--- src/hdl/cnls_pkg.sv ---
// ----------------------------------------------------------------------------
// cnls_pkg
// Types, codes and command tables shared by the nibble sequencer modules.
// ----------------------------------------------------------------------------
package cnls_pkg;

	localparam int ADDR_W  = 5;
	localparam int DATA_W  = 32;
	localparam int REG_W   = 20;
	localparam int WAIT_W  = 21;
	localparam int STEP_W  = 5;

	// request codes on the action field
	typedef enum logic [1:0] {
		ACT_INIT  = 2'd0,
		ACT_CHAR  = 2'd1,
		ACT_POS   = 2'd2,
		ACT_CLEAR = 2'd3
	} action_t;

	// register index (paddr[4:2])
	typedef enum logic [2:0] {
		REG_POWER_UP = 3'd0,
		REG_COMMAND  = 3'd1,
		REG_CLEAR    = 3'd2,
		REG_CHAR     = 3'd3,
		REG_POSITION = 3'd4
	} reg_idx_t;

	// extra wait selection for single-byte requests
	typedef enum logic [1:0] {
		WSEL_NONE = 2'd0,
		WSEL_CHAR = 2'd1,
		WSEL_POS  = 2'd2
	} wsel_t;

	localparam logic [7:0] CMD_CLEAR     = 8'h01;
	localparam logic [7:0] CMD_SET_DDRAM = 8'h80;
	localparam logic [6:0] ROW1_OFFSET   = 7'h40;
	localparam logic [1:0] ROW_SECOND    = 2'd1;
	localparam logic [3:0] NIB_MASK      = 4'hF;

	// init: step 0 is the pin-low wait, steps 1..16 the eight words
	localparam logic [STEP_W-1:0] INIT_LAST_STEP = 5'd16;
	localparam logic [2:0]        IW_FIRST       = 3'd0;
	localparam logic [2:0]        IW_CLEAR       = 3'd4;

	localparam logic [REG_W-1:0] RST_POWER_UP = 20'd20000;
	localparam logic [REG_W-1:0] RST_COMMAND  = 20'd20;
	localparam logic [REG_W-1:0] RST_CLEAR    = 20'd900;
	localparam logic [REG_W-1:0] RST_CHAR     = 20'd2000;
	localparam logic [REG_W-1:0] RST_POSITION = 20'd20000;

	typedef struct packed {
		logic [REG_W-1:0] power_up;
		logic [REG_W-1:0] command;
		logic [REG_W-1:0] clear;
		logic [REG_W-1:0] char_w;
		logic [REG_W-1:0] position;
	} cfg_t;

	// one classified request between front and back
	typedef struct packed {
		logic       is_init;
		logic       rs;
		logic [7:0] data;
		wsel_t      wsel;
	} entry_t;

	function automatic logic [7:0] init_word(input logic [2:0] idx);
		logic [7:0] w;
		case (idx)
			3'd0:    w = 8'h33;
			3'd1:    w = 8'h32;
			3'd2:    w = 8'h28;
			3'd3:    w = 8'h08;
			3'd4:    w = 8'h01;
			3'd5:    w = 8'h06;
			3'd6:    w = 8'h0C;
			3'd7:    w = 8'h02;
			default: w = 8'h00;
		endcase
		return w;
	endfunction

endpackage

--- src/hdl/char_lcd_nibble_sequencer.sv ---
// ----------------------------------------------------------------------------
// char_lcd_nibble_sequencer
// Character LCD request to 4-bit bus transfer sequencer with APB registers.
// ----------------------------------------------------------------------------
// Usage:
//   Input channel (in_valid/in_stall, fields action, char_code, row, col)
//   takes one request per transfer. Output channel (out_valid/out_stall)
//   gives one bus transfer per cycle while work is queued and unstalled:
//   strobe_res, reg_select, nibble, wait_after_us, with last on the final
//   transfer of each request. Write character, set position and clear give
//   2 transfers; init gives 17 (a pin-low power-up wait, then 8 command
//   words as nibble pairs). The single transfer sequencer in the back sets
//   this rate. The first transfer of a request passes the input register,
//   the queue and the output register. The front registers and classifies
//   requests into a QUEUE_DEPTH FIFO; in_stall rises only when that FIFO
//   and the input register are full. A stalled output transfer holds; the
//   sequencer pauses, the front keeps accepting until the queue fills.
//   Reset (arst_n low) empties the queue and output, and loads the wait
//   registers with their defaults. The user must write registers over APB
//   only while idle; the block itself does not enforce this. Reads return
//   the stored 20-bit value.
// ----------------------------------------------------------------------------
module char_lcd_nibble_sequencer import cnls_pkg::*; #(
	parameter int QUEUE_DEPTH = 2
) (
	input  logic              clk,
	input  logic              arst_n,
	// APB register port
	input  logic              psel,
	input  logic              penable,
	input  logic              pwrite,
	input  logic [ADDR_W-1:0] paddr,
	input  logic [DATA_W-1:0] pwdata,
	output logic [DATA_W-1:0] prdata,
	output logic              pready,
	// request channel
	input  logic              in_valid,
	output logic              in_stall,
	input  logic [1:0]        action,
	input  logic [7:0]        char_code,
	input  logic [1:0]        row,
	input  logic [5:0]        col,
	// transfer channel
	output logic              out_valid,
	input  logic              out_stall,
	output logic              strobe_res,
	output logic              reg_select,
	output logic [3:0]        nibble,
	output logic [WAIT_W-1:0] wait_after_us,
	output logic              last
);

	cfg_t     cfg_q;
	reg_idx_t widx;
	logic     wr_en;

	logic   push;
	entry_t push_entry;
	logic   q_full;
	logic   q_empty;
	logic   pop;
	entry_t head;

	// register file: index from word address, low 20 bits kept
	assign pready = 1'b1;
	assign widx   = reg_idx_t'(paddr[4:2]);
	assign wr_en  = psel && penable && pwrite && pready;

	always_ff @(posedge clk or negedge arst_n) begin
		if (!arst_n) begin
			cfg_q.power_up <= RST_POWER_UP;
			cfg_q.command  <= RST_COMMAND;
			cfg_q.clear    <= RST_CLEAR;
			cfg_q.char_w   <= RST_CHAR;
			cfg_q.position <= RST_POSITION;
		end else if (wr_en) begin
			case (widx)
				REG_POWER_UP: cfg_q.power_up <= pwdata[REG_W-1:0];
				REG_COMMAND:  cfg_q.command  <= pwdata[REG_W-1:0];
				REG_CLEAR:    cfg_q.clear    <= pwdata[REG_W-1:0];
				REG_CHAR:     cfg_q.char_w   <= pwdata[REG_W-1:0];
				REG_POSITION: cfg_q.position <= pwdata[REG_W-1:0];
				default: ;    // outside the map: ignored
			endcase
		end
	end

	always_comb begin
		case (widx)
			REG_POWER_UP: prdata = DATA_W'(cfg_q.power_up);
			REG_COMMAND:  prdata = DATA_W'(cfg_q.command);
			REG_CLEAR:    prdata = DATA_W'(cfg_q.clear);
			REG_CHAR:     prdata = DATA_W'(cfg_q.char_w);
			REG_POSITION: prdata = DATA_W'(cfg_q.position);
			default:      prdata = '0;
		endcase
	end

	cnls_front u_front (
		.clk        (clk),
		.arst_n     (arst_n),
		.in_valid   (in_valid),
		.in_stall   (in_stall),
		.action     (action),
		.char_code  (char_code),
		.row        (row),
		.col        (col),
		.push       (push),
		.push_entry (push_entry),
		.q_full     (q_full)
	);

	cnls_queue #(
		.DEPTH (QUEUE_DEPTH)
	) u_queue (
		.clk        (clk),
		.arst_n     (arst_n),
		.push       (push),
		.push_entry (push_entry),
		.full       (q_full),
		.pop        (pop),
		.empty      (q_empty),
		.head       (head)
	);

	cnls_back u_back (
		.clk           (clk),
		.arst_n        (arst_n),
		.cfg           (cfg_q),
		.empty         (q_empty),
		.head          (head),
		.pop           (pop),
		.out_valid     (out_valid),
		.out_stall     (out_stall),
		.strobe_res    (strobe_res),
		.reg_select    (reg_select),
		.nibble        (nibble),
		.wait_after_us (wait_after_us),
		.last          (last)
	);

endmodule

--- src/hdl/cnls_front.sv ---
// ----------------------------------------------------------------------------
// cnls_front
// Input stage: registers a request and classifies it into a queue entry.
// ----------------------------------------------------------------------------
module cnls_front import cnls_pkg::*; (
	input  logic         clk,
	input  logic         arst_n,
	input  logic         in_valid,
	output logic         in_stall,
	input  logic [1:0]   action,
	input  logic [7:0]   char_code,
	input  logic [1:0]   row,
	input  logic [5:0]   col,
	output logic         push,
	output entry_t       push_entry,
	input  logic         q_full
);

	logic   valid_s1;
	entry_t entry_s1;
	entry_t cls;
	logic   accept;
	logic [6:0] pos;

	always_comb begin
		pos = (row == ROW_SECOND) ? (ROW1_OFFSET + {1'b0, col}) : {1'b0, col};
		cls = '{is_init: 1'b0, rs: 1'b0, data: CMD_CLEAR, wsel: WSEL_NONE};
		case (action_t'(action))
			ACT_INIT: begin
				cls.is_init = 1'b1;
			end
			ACT_CHAR: begin
				cls.rs   = 1'b1;
				cls.data = char_code;
				cls.wsel = WSEL_CHAR;
			end
			ACT_POS: begin
				cls.data = CMD_SET_DDRAM | {1'b0, pos};
				cls.wsel = WSEL_POS;
			end
			default: begin
				cls.data = CMD_CLEAR;
			end
		endcase
	end

	assign push       = valid_s1 && !q_full;
	assign in_stall   = valid_s1 && q_full;
	assign accept     = in_valid && !in_stall;
	assign push_entry = entry_s1;

	always_ff @(posedge clk or negedge arst_n) begin
		if (!arst_n) begin
			valid_s1 <= 1'b0;
		end else if (accept) begin
			valid_s1 <= 1'b1;
		end else if (push) begin
			valid_s1 <= 1'b0;
		end
	end

	always_ff @(posedge clk) begin
		if (accept) begin
			entry_s1 <= cls;
		end
	end

endmodule

--- src/hdl/cnls_queue.sv ---
// ----------------------------------------------------------------------------
// cnls_queue
// Small FIFO of classified requests; head is shown without a read cycle.
// ----------------------------------------------------------------------------
module cnls_queue import cnls_pkg::*; #(
	parameter int DEPTH = 2  // at least 2
) (
	input  logic   clk,
	input  logic   arst_n,
	input  logic   push,
	input  entry_t push_entry,
	output logic   full,
	input  logic   pop,
	output logic   empty,
	output entry_t head
);

	localparam int PW = $clog2(DEPTH);
	localparam int CW = $clog2(DEPTH + 1);

	entry_t        mem_q [DEPTH];
	logic [PW-1:0] wr_ptr_q;
	logic [PW-1:0] rd_ptr_q;
	logic [CW-1:0] count_q;

	assign full  = (count_q == CW'(DEPTH));
	assign empty = (count_q == '0);
	assign head  = mem_q[rd_ptr_q];

	function automatic logic [PW-1:0] nxt(input logic [PW-1:0] p);
		return (p == PW'(DEPTH - 1)) ? '0 : p + 1'b1;
	endfunction

	always_ff @(posedge clk or negedge arst_n) begin
		if (!arst_n) begin
			wr_ptr_q <= '0;
			rd_ptr_q <= '0;
			count_q  <= '0;
		end else begin
			if (push) begin
				wr_ptr_q <= nxt(wr_ptr_q);
			end
			if (pop) begin
				rd_ptr_q <= nxt(rd_ptr_q);
			end
			if (push && !pop) begin
				count_q <= count_q + 1'b1;
			end else if (pop && !push) begin
				count_q <= count_q - 1'b1;
			end
		end
	end

	always_ff @(posedge clk) begin
		if (push) begin
			mem_q[wr_ptr_q] <= push_entry;
		end
	end

endmodule

--- src/hdl/cnls_back.sv ---
// ----------------------------------------------------------------------------
// cnls_back
// Transfer sequencer: steps through the queue head and fills the output
// register, one transfer per cycle unless stalled or the queue is empty.
// ----------------------------------------------------------------------------
module cnls_back import cnls_pkg::*; (
	input  logic              clk,
	input  logic              arst_n,
	input  cfg_t              cfg,
	input  logic              empty,
	input  entry_t            head,
	output logic              pop,
	output logic              out_valid,
	input  logic              out_stall,
	output logic              strobe_res,
	output logic              reg_select,
	output logic [3:0]        nibble,
	output logic [WAIT_W-1:0] wait_after_us,
	output logic              last
);

	logic [STEP_W-1:0] step_q;
	logic [STEP_W-1:0] step_m1;
	logic              out_valid_q;
	logic              fire;

	logic              t_strobe;
	logic              t_rs;
	logic [3:0]        t_nib;
	logic [WAIT_W-1:0] t_wait;
	logic              t_last;
	logic [7:0]        byte_v;
	logic              low;
	logic [REG_W-1:0]  extra;
	logic [2:0]        widx;

	assign fire = !empty && (!out_valid_q || !out_stall);
	assign pop  = fire && t_last;

	always_comb begin
		step_m1 = step_q - 1'b1;
		widx    = step_m1[3:1];
		byte_v  = head.data;
		low     = step_q[0];
		t_last  = low;
		t_strobe = 1'b1;
		t_rs    = head.rs;
		case (head.wsel)
			WSEL_CHAR: extra = cfg.char_w;
			WSEL_POS:  extra = cfg.position;
			default:   extra = '0;
		endcase
		if (head.is_init) begin
			byte_v = init_word(widx);
			low    = step_m1[0];
			t_last = (step_q == INIT_LAST_STEP);
			t_rs   = 1'b0;
			if (widx == IW_FIRST) begin
				extra = cfg.power_up;
			end else if (widx == IW_CLEAR) begin
				extra = cfg.clear;
			end else begin
				extra = cfg.command;
			end
		end
		t_nib  = low ? (byte_v[3:0] & NIB_MASK) : byte_v[7:4];
		t_wait = low ? (WAIT_W'(1) + {1'b0, extra}) : WAIT_W'(1);
		// power-up pin-low wait opens the init run
		if (head.is_init && step_q == '0) begin
			t_strobe = 1'b0;
			t_rs     = 1'b0;
			t_nib    = '0;
			t_wait   = {1'b0, cfg.power_up};
			t_last   = 1'b0;
		end
	end

	always_ff @(posedge clk or negedge arst_n) begin
		if (!arst_n) begin
			step_q      <= '0;
			out_valid_q <= 1'b0;
		end else begin
			if (fire) begin
				step_q <= t_last ? '0 : step_q + 1'b1;
			end
			if (fire) begin
				out_valid_q <= 1'b1;
			end else if (!out_stall) begin
				out_valid_q <= 1'b0;
			end
		end
	end

	always_ff @(posedge clk) begin
		if (fire) begin
			strobe_res    <= t_strobe;
			reg_select    <= t_rs;
			nibble        <= t_nib;
			wait_after_us <= t_wait;
			last          <= t_last;
		end
	end

	assign out_valid = out_valid_q;

endmodule

--- config.mk ---
export PLATFORM = sky130hd
export DESIGN_NAME = char_lcd_nibble_sequencer
export DESIGN_NICKNAME = d
export VERILOG_FILES = /design/src/hdl/cnls_pkg.sv /design/src/hdl/char_lcd_nibble_sequencer.sv /design/src/hdl/cnls_front.sv /design/src/hdl/cnls_queue.sv /design/src/hdl/cnls_back.sv
export SDC_FILE = /design/constraint.sdc
export NUM_CORES = 1
export LEC_CHECK = 0
export ABC_CLOCK_PERIOD_IN_PS = 4820
export BUFFER_PORTS_ARGS = -buffer_cell sky130_fd_sc_hd__buf_4
export CORE_MARGIN = 2
export CORE_UTILIZATION = 58
export DETAILED_ROUTE_END_ITERATION = 6
export PLACE_DENSITY = 0.78
export SYNTH_ARGS = -nofsm -noshare
export SYNTH_HDL_FRONTEND = slang
export SYNTH_SLANG_ARGS = --single-unit
export TNS_END_PERCENT = 100
--- constraint.sdc ---
create_clock -name clk -period 4.82 [get_ports clk]
set_input_delay 0.482 -clock clk [delete_from_list [all_inputs] [get_ports clk]]
set_output_delay 0.482 -clock clk [all_outputs]
set_load 0.01 [all_outputs]
[Word-level counts from Yosys, hierarchy flattened]
Memories as Yosys holds them, arrays and structs flattened.
Index checks and enable logic that the tools add are counted.
Cells by class
  shift operators: 0
  $add $sub $neg: 8
  magnitude comparators: 0
  bitwise gates (word level): 1
  eq/ne operators: 13
  reduce and logical (&&, ||, !) cells: 32
  mux-type cells: 29
  divide/modulo/power cells: 0
  multiply operators: 0
Operator list (number)
  2-to-1 mux 20 bit: 5
  case mux 20 bit (5 select lines): 1
  case mux 20 bit (2 select lines): 1
  adder 1 x 20 -> 21 bit, first input constant: 1
  case mux 8 bit (2 select lines): 1
  2-to-1 mux 1 bit: 14
  logical AND 1 bit: 10
  AND reduction 2 bit: 5
  2-to-1 mux 8 bit: 1
  adder 7 x 6 -> 7 bit, first input constant: 1
  zero test 1 bit: 7
  2-to-1 mux 7 bit: 1
  == test 2 x 1 -> 1 bit, second input constant: 3
  == test 2 bit, second input constant: 3
  == test 3 x 2 -> 1 bit, second input constant: 2
  == test 3 bit, second input constant: 2
  zero test 3 bit: 2
  adder 5 x 1 -> 5 bit, second input constant: 1
  == test 5 bit, second input constant: 1
  zero test 5 bit: 1
  2-to-1 mux 5 bit: 1
  zero test 2 bit: 2
  2-to-1 mux 2 bit: 2
  2-to-1 mux 4 bit: 1
  11 further kinds: 14
Storage, ports and cells
  input bits: 62
  memories kept: 2
  output and inout port bits: 63
  register bits: 151
  memory bits (writable): 24
  word-level logic and storage cells: 106
  memory bits (read-only): 48
  bits in latches: 0
Memory list
  (name not given): depth 8, bits a word 6, rd ports 1, clocked after memory_dff 0, write ports 0, RTL line cnls_pkg.sv:72  | case (idx)
  u_queue.mem_q: depth 2, bits a word 12, rd ports 1, clocked after memory_dff 0, write ports 1, RTL line cnls_queue.sv:21  | entry_t mem_q [DEPTH];

[Depth between registers and ports, before layout]
Gate-level depths: netlist of the first run.
  depth in word-level cells: 8
  depth in mapped cells: 16
  mapped depth without buffers: 14

[Modules after synthesis]
A second synthesis of the first run with hierarchy kept.
Unflattened totals
  cell total of the unflattened synthesis: 816
  area total of the unflattened synthesis: 9681.8 sq um
By module, submodules not included
  char_lcd_nibble_sequencer: area each 4723.3 sq um, times used 1, cells each 335, sequential area each 2529.9 sq um
  cnls_back: area each 3259.4 sq um, times used 1, cells each 385, sequential area each 991.0 sq um
  cnls_queue: area each 1087.3 sq um, times used 1, cells each 53, sequential area each 820.8 sq um
  cnls_front: area each 611.8 sq um, times used 1, cells each 43, sequential area each 385.4 sq um

[Least setup slack after synthesis of the first run]
No wires, ideal clock.
  kind: flip-flop to flip-flop
  start point: register u_back.step_q[0]
  end point: register u_back.wait_after_us[18], data pin
  setup slack: 0.721 ns
  data required time: 4.563 ns
  clock period less this slack: 4.099 ns
  buffers on the path: 2
  setup time: 0.257 ns
  arrival time: 3.842 ns
  stages on the path, launching flop included: 17
  path through: dfrtp_1 buf_2 clkinv_1 ha_1 xor2_1 inv_1 ha_1 inv_1 clkbuf_1 or4_1 a32o_1 ha_1 inv_1 nor4_4 nand4_4 or4_1 a32o_1
Between the ends
  longest elaborated chain between the ends: 8
  elaborated cells on any way between the ends: 12
  classes of those cells: add/sub: 2; eq/ne: 1; mux: 6; reduce/logical: 3
Ends and longest elaborated chain
  start, declared: RTL line cnls_back.sv:22  | logic [STEP_W-1:0] step_q;
  start signal, assigned: RTL line cnls_back.sv:84  | step_q <= t_last ? '0 : step_q + 1'b1;
  subtractor 4 x 1 -> 4 bit: RTL line cnls_back.sv:41  | step_m1 = step_q - 1'b1;
  == test 3 bit: RTL line cnls_back.sv:60  | end else if (widx == IW_CLEAR) begin
  2-to-1 mux 20 bit: RTL line cnls_back.sv:60
  2-to-1 mux 20 bit: RTL line cnls_back.sv:58  | if (widx == IW_FIRST) begin
  2-to-1 mux 20 bit: RTL line cnls_back.sv:53  | if (head.is_init) begin
  adder 1 x 20 -> 21 bit: RTL line cnls_back.sv:67  | t_wait = low ? (WAIT_W'(1) + {1'b0, extra}) : WAIT_W'(1);
  2-to-1 mux 20 bit: RTL line cnls_back.sv:67
  2-to-1 mux 20 bit (*): RTL line cnls_back.sv:69  | if (head.is_init && step_q == '0) begin
  named net u_back.t_wait[18]: RTL line cnls_back.sv:30  | logic [WAIT_W-1:0] t_wait;
  end signal, assigned: RTL line cnls_back.sv:99  | wait_after_us <= t_wait;
  end, declared: RTL line cnls_back.sv:18  | output logic [WAIT_W-1:0] wait_after_us,
The timed path passes the listed nets; every way through them passes the cells marked *.
A chain may end at the register's enable or synchronous reset.

[Final worst setup path of the first run]
  start point: register u_back.step_q[1]
  end point: register u_back.wait_after_us[18], data pin
The elaborated chain is that of the path after synthesis.

==> impl_metrics.yaml, run 1 <==
grt:
  grtUsageTotal_pct: 30.33
  gr-total-overflow: 0
  grt_pass1_vias: 7185
  grt_max_degree: 59
  grt_pass1_wl_um: 38380
  antenna_found_initial: 0
timing:
  final-max-slew-violation-count: 0
  tns_ns: 0
  final-setup-viol-count: 0
  fmax_ghz: 0.2266
  hold_viol: 0
  fin_ws_ns: 0.4073
  period_needed_ns: 4.413
  worst_pin_slew_ns: 1.081
  grt_setup_unrepaired: "false"
  slew_headroom_pct: 26.50
  post-route-period-util_pct: 91.55
  fin_skew_ns: 0.006056
clock_tree:
  post_cts_resize_count: 0
  cts_tree: "built"
  clk_path_buf_depth: 2
  insertion_delay_ns: 0.44
  cts_sinks: 172
  hold_buffers: 0
  clk_pin_slew_ns: 0.07
  cts_root_buf: "clkbuf_16"
  cts_buffers: 17
  h-tree-depth: 4
  post_cts_buffers: 0
setup_path:
  slowest_delay_ns: 0.56
  crit_arrival_ns: 4.60
  worst_path_max_delay_cell: "or4_1"
  r2r-end: "u_back.wait_after_us[18]"
  crit_chain: "inv_1, ha_1, xor2_1, inv_1, ha_1, inv_1, or4_1, a32o_1, ha_1, inv_1, nor4_4, nand4_4, or4_1, a32o_1"
  cp_max_fo: 10
  reg2reg_slack_ns: 0.41
  worst_ep_required_time_ns: 5.01
  timing.rr.start: "u_back.step_q[1]"
  startpoint_type: "register"
  rr_worst_depth: 14
  criticalPathCategory: "register to register"
  cp_common_cell: "inv_1"
  end_kind: "register"
finish:
  layout_common_cells: "buf_4, mux2_2, dfrtp_1"
  ff_latch_area_um2: 4637
  area_growth_pct: 15.71
  nNetsFinal: 969
  fillCellCount: 1101
  final_common_cell: "buf_4"
  layout-drive-gt1-share_pct: 31.57
  finalInstanceArea_um2: 10530
  final_core_util_pct: 69.03
  diodes: 0
  multi_input_area_um2: 4070
synthesis:
  ys_seq_area_share_pct: 50.94
  yosys_warnings: 0
  postSynthCellCount: 813
  ys_seq_elements: 172
  synth_area_um2: 9102
  async_flop_share_pct: 64.53
  synth_edf_count: 61
  ys_types: 62
  syn_avg_cell_area_um2: 11.20
  synth_flop_cell: "dfrtp_1"
placement:
  place.port_buffers: 97
  pre_cts_ws_ns: 0.5281
  dp_hpwl_um: 16030
  gp_congestion: 0.8829
  place_area_um2: 9996
floorplanning:
  rows: 45
  die_h_um: 129.3
  fp.coreArea_um2: 15260
  initial_core_util_pct: 59.66
  die_w_um: 129.3
  io_pins: 125
  die_area_um2: 16710
power_and_ir_drop:
  powerDensity_nw_per_um2: 614.6
  peakVddDrop_mv: 0.3588
  leakage_nw: 4.307
worst_hold_path:
  hold_path_class: "primary input to async pin"
routing:
  drt_iter0_drc: 949
  wire_per_inst_um: 21.90
  viasPerCell: 6.548
  firstDrtPassIters: 6
  ant_nets: 0
  vias: 7314
  route.detailed.drc: 0
  drt-total-wl_um: 24470
status:
  outcome: "completed"
run:
  maxCapViolCount: 0
worst max-delay path by stage:
stage | from | slack, ns | to
5_1_grt | u_back.step_q[1] | 0.13 | u_back.wait_after_us[18]
6_report | u_back.step_q[1] | 0.41 | u_back.wait_after_us[18]
3_5_place_dp | u_back.step_q[1] | 0.53 | u_back.wait_after_us[18]
3_3_place_gp | u_back.step_q[1] | 0.67 | u_back.wait_after_us[18]
4_1_cts | u_back.step_q[1] | 0.45 | u_back.wait_after_us[18]
2_1_floorplan | u_back.step_q[0] | 0.72 | u_back.wait_after_us[18]
kinds of logic after synthesis:
family,count (synthesis),share of synthesized area (%)
fa+ha+maj,14,1.924
xor+xnor,14,1.347
mux,104,12.99
compound gates,210,16.55
simple gates,196,11.18
buf+inv,101,4.990
flops,172,50.94
other cells,2,0.08250
metal layers:
| metal | vias up | wire [um] | track usage [%] |
|---|---|---|---|
| met1 | 3549 | 9469 | 39.71 |
| li1 | 3172 | - | - |
| met4 | 0 | 856 | 13.30 |
| met5 | - | 0 | 0 |
| met2 | 511 | 11510 | 48.02 |
| met3 | 82 | 2627 | 7.927 |
sequential cells by signal, summed over array words and instances, names as in the netlist, 2 cells and up:
signal / count
cfg_q: 100
u_queue.mem_q: 22
u_back.wait_after_us: 21
u_front.push_entry: 11
u_back.step_q: 5
u_back.nibble: 4
u_queue.count_q: 2
stage by stage:
stage,hold slack [ns],instances,power [mW]
after floorplan,0.1864,824,4.162
after global placement,0.4238,1085,5.015
after detailed placement,0.4399,1085,5.154
after CTS,0.1361,1117,6.421
after global routing,0.1698,1117,6.791
final,0.1147,1117,6.473
area by class of cell:
| type | instances | share of cell area [%] |
|---|---|---|
| Sequential cell | 172 | 44.02 |
| Multi-Input combinational cell | 551 | 38.64 |
| Timing Repair Buffer | 122 | 8.696 |
| Clock buffer | 17 | 4.039 |
| Tap cell | 211 | 2.507 |
| Clock inverter | 15 | 1.057 |
| Inverter | 29 | 1.033 |
power by group:
group          switching [mW]  total (mW)  leakage [nW]  internal [mW]
registers               0.275        2.33          1.93           2.05
logic                    1.77        2.90          2.12           1.12
clock network           0.590        1.25         0.258          0.664
total                    2.64        6.47          4.31           3.84
critical path, delay by kind of cell (launching register included):
kind | cells | cell delay [ns]
compound gates | 2 | 0.49
xor+xnor | 1 | 0.41
buf+inv | 4 | 0.65
simple gates | 4 | 1.47
fa+ha+maj | 3 | 0.60
flops | 1 | 0.53
Yosys cell counts, types with 5 or more instances:
cell type | count | area, um^2
mux2_2 | 93 | 1047
dfrtp_1 | 89 | 2227
nand2_1 | 63 | 236.5
edfxtp_1 | 61 | 1832
nor2_1 | 54 | 202.7
o21ai_0 | 53 | 265.3
a22oi_1 | 47 | 352.8
clkbuf_1 | 47 | 176.4
inv_1 | 28 | 105.1
dfstp_2 | 22 | 578.1
o22ai_1 | 22 | 137.6
a22o_1 | 21 | 183.9
or4_1 | 16 | 120.1
ha_1 | 14 | 175.2
o211ai_1 | 14 | 105.1
buf_4 | 13 | 97.59
nand3_1 | 12 | 60.06
a32oi_1 | 10 | 87.58
a32o_1 | 9 | 90.09
mux2i_1 | 9 | 90.09
nor2b_1 | 9 | 56.30
xnor2_1 | 9 | 78.83
a21oi_1 | 8 | 40.04
or3_1 | 8 | 50.05
nor3_1 | 7 | 35.03
buf_2 | 6 | 30.03
o31ai_1 | 5 | 37.54
xor2_1 | 5 | 43.79
(Power assumes the default switching activity.)
==> run 2, diff against run 1 <==
--- a/config.mk
+++ b/config.mk
@@ -10,7 +10,8 @@
 export CORE_MARGIN = 2
 export CORE_UTILIZATION = 58
 export DETAILED_ROUTE_END_ITERATION = 6
-export PLACE_DENSITY = 0.78
+export GPL_TIMING_DRIVEN = 0
+export PLACE_DENSITY = 0.91
 export SYNTH_ARGS = -nofsm -noshare
 export SYNTH_HDL_FRONTEND = slang
 export SYNTH_SLANG_ARGS = --single-unit
==> run 2 against run 1 <==
- flip-flop and latch count unchanged
- final area increased by 2.3%
- core utilization grew 1.6 points
- worst hold slack improved by 0.11 ns
- die area unchanged
- largest cell class unchanged
==> impl_metrics.yaml, run 2 (synthesis gave the netlist of run 1 again) <==
setup_path:
  startpoint_type: "register"
  rr_worst_depth: 9
  criticalPathCategory: "register to register"
  timing.rr.start: "u_queue.rd_ptr_q"
  crit_arrival_ns: 4.89
  worst_ep_required_time_ns: 5.01
  end_kind: "register"
  reg2reg_slack_ns: 0.13
  cp_max_fo: 12
  r2r-end: "u_back.wait_after_us[13]"
routing:
  wl_met2_um: 11980
  drt_iter0_drc: 1430
  drt-total-wl_um: 26680
  wl_met1_um: 9577
  route.detailed.drc: 0
  topRoutingLayerUsed: "met4"
  wire_per_inst_um: 22.89
  firstDrtPassIters: 6
  vias: 7831
  viasPerCell: 6.716
  wl_met3_um: 3475
  ant_nets: 0
finish:
  nNetsFinal: 1018
  area_growth_pct: 18.32
  largest_reg_flops: 100
  multi_input_area_um2: 4064
  final_common_cell: "buf_4"
  diodes: 0
  layout-drive-gt1-share_pct: 30.26
  regMostFlops: "cfg_q"
  finalInstanceArea_um2: 10770
  reg_top3: "cfg_q (100), u_queue.mem_q (22), u_back.wait_after_us (21)"
  layout_common_cells: "buf_4, mux2_2, dfrtp_1"
  stdcell_count: 1166
  ff_latch_area_um2: 4637
  fillCellCount: 1008
worst_hold_path:
  hold_path_end: "u_front.valid_s1"
  whs_path_depth: 2
  hold_path_class: "primary input to register"
  min_from: "in_valid"
placement:
  placed_cells: 1130
  gp_congestion: 0.9894
  place.port_buffers: 95
  place_area_um2: 10120
  dp_hpwl_um: 17690
grt:
  grt_max_degree: 112
  antenna_found_initial: 0
  grt_pass1_vias: 7550
  grtUsageTotal_pct: 32.62
  gr-total-overflow: 0
  grt_pass1_wl_um: 40810
timing:
  post-route-period-util_pct: 97.38
  grt_setup_unrepaired: "false"
  final-setup-viol-count: 0
  hold_viol: 0
  fin_skew_ns: 0.01317
  fmax_ghz: 0.2130
  final-max-slew-violation-count: 0
  slew_headroom_pct: 9.944
  period_needed_ns: 4.694
  worst_pin_slew_ns: 1.349
  hold-worst-slack_ns: 0.2258
floorplanning:
  die_h_um: 129.3
  fp.coreArea_um2: 15260
  initial_core_util_pct: 59.66
  die_w_um: 129.3
  io_pins: 125
  die_area_um2: 16710
  rows: 45
clock_tree:
  cts_root_buf: "clkbuf_16"
  cts_tree: "built"
  cts_sinks: 172
  clk_path_buf_depth: 2
  clk_pin_slew_ns: 0.08
  h-tree-depth: 4
  cts_buffers: 17
  insertion_delay_ns: 0.46
power_and_ir_drop:
  leakage_nw: 4.396
  powerDensity_nw_per_um2: 618.3
  peakVddDrop_mv: 0.3672
status:
  outcome: "completed"
run:
  maxCapViolCount: 0
## run 2: cell types whose count changed in the layout (fill, tap and decap cells not counted), sizes merged
| cell | before | now |
|---|---|---|
| clkbuf | 17 | 67 |
| clkinv | 8 | 3 |
| clkinvlp | 2 | 5 |
| dlygate4sd3 | 0 | 1 |
## run 2: layout make-up
cell class	count	share of cell area [%]
inverter	29	1.080
clock buffer	19	4.020
buffer	70	3.195
clock inverter	13	1.185
sequential	172	43.05
multi-input combinational	551	37.73
tap	211	2.451
timing repair buffer	101	7.284
## run 2: per-layer routing
layer  up-vias  GRT usage, %
met5         -             0
met1      3695         42.77
met4         0         19.31
met2       696         50.15
met3       169         7.184
li1       3271             -
## run 2: power breakdown
group          switching, mW  internal (mW)
logic                   1.87           1.12
clock network          0.641          0.682
registers              0.290           2.05
total                   2.80           3.85
## run 2: critical path: stages, from the launching register on
cell and delay [ns]:
dfrtp_1 0.76, mux2i_1 0.42, ha_1 0.26, clkbuf_1 0.55, clkbuf_2 0.46, a22oi_1 0.16, o32ai_1 0.66, nand4_2 0.42
or3_1 0.45, a32o_1 0.29
## run 2: what timing repair did
item,CTS,global route
pin swaps,1,2
hold endpoints to repair,0,28
hold buffers,0,1
setup buffers,0,4
resized for setup,1,9
endpoints found under the setup margin,7,9
## run 2: how the worst max path moves through the flow
stage	to	startpoint	cells past startpoint	slack (ns)
global route	u_back.wait_after_us[18]	u_back.step_q[0]	16	0.03
finish	u_back.wait_after_us[13]	u_queue.rd_ptr_q	9	0.13
global placement	u_back.wait_after_us[18]	u_back.step_q[0]	16	-0.14
detailed placement	u_back.wait_after_us[18]	u_back.step_q[0]	16	-0.26
CTS	u_back.wait_after_us[13]	u_back.step_q[0]	15	0.06
floorplan	u_back.wait_after_us[18]	u_back.step_q[0]	16	0.72
## run 2: through the flow
| step | worst slack [ns] | util (%) | power, mW | TNS [ns] |
|---|---|---|---|---|
| global placement | -0.1417 | 66.33 | 5.049 | -0.1506 |
| detailed placement | -0.2596 | 66.33 | 5.152 | -0.4549 |
| global route | 0.03241 | 70.59 | 6.906 | 0 |
| finish | 0.1262 | 70.59 | 6.659 | 0 |
| floorplan | 0.7209 | - | 4.162 | 0 |
| CTS | 0.05524 | 70.00 | 6.485 | 0 |
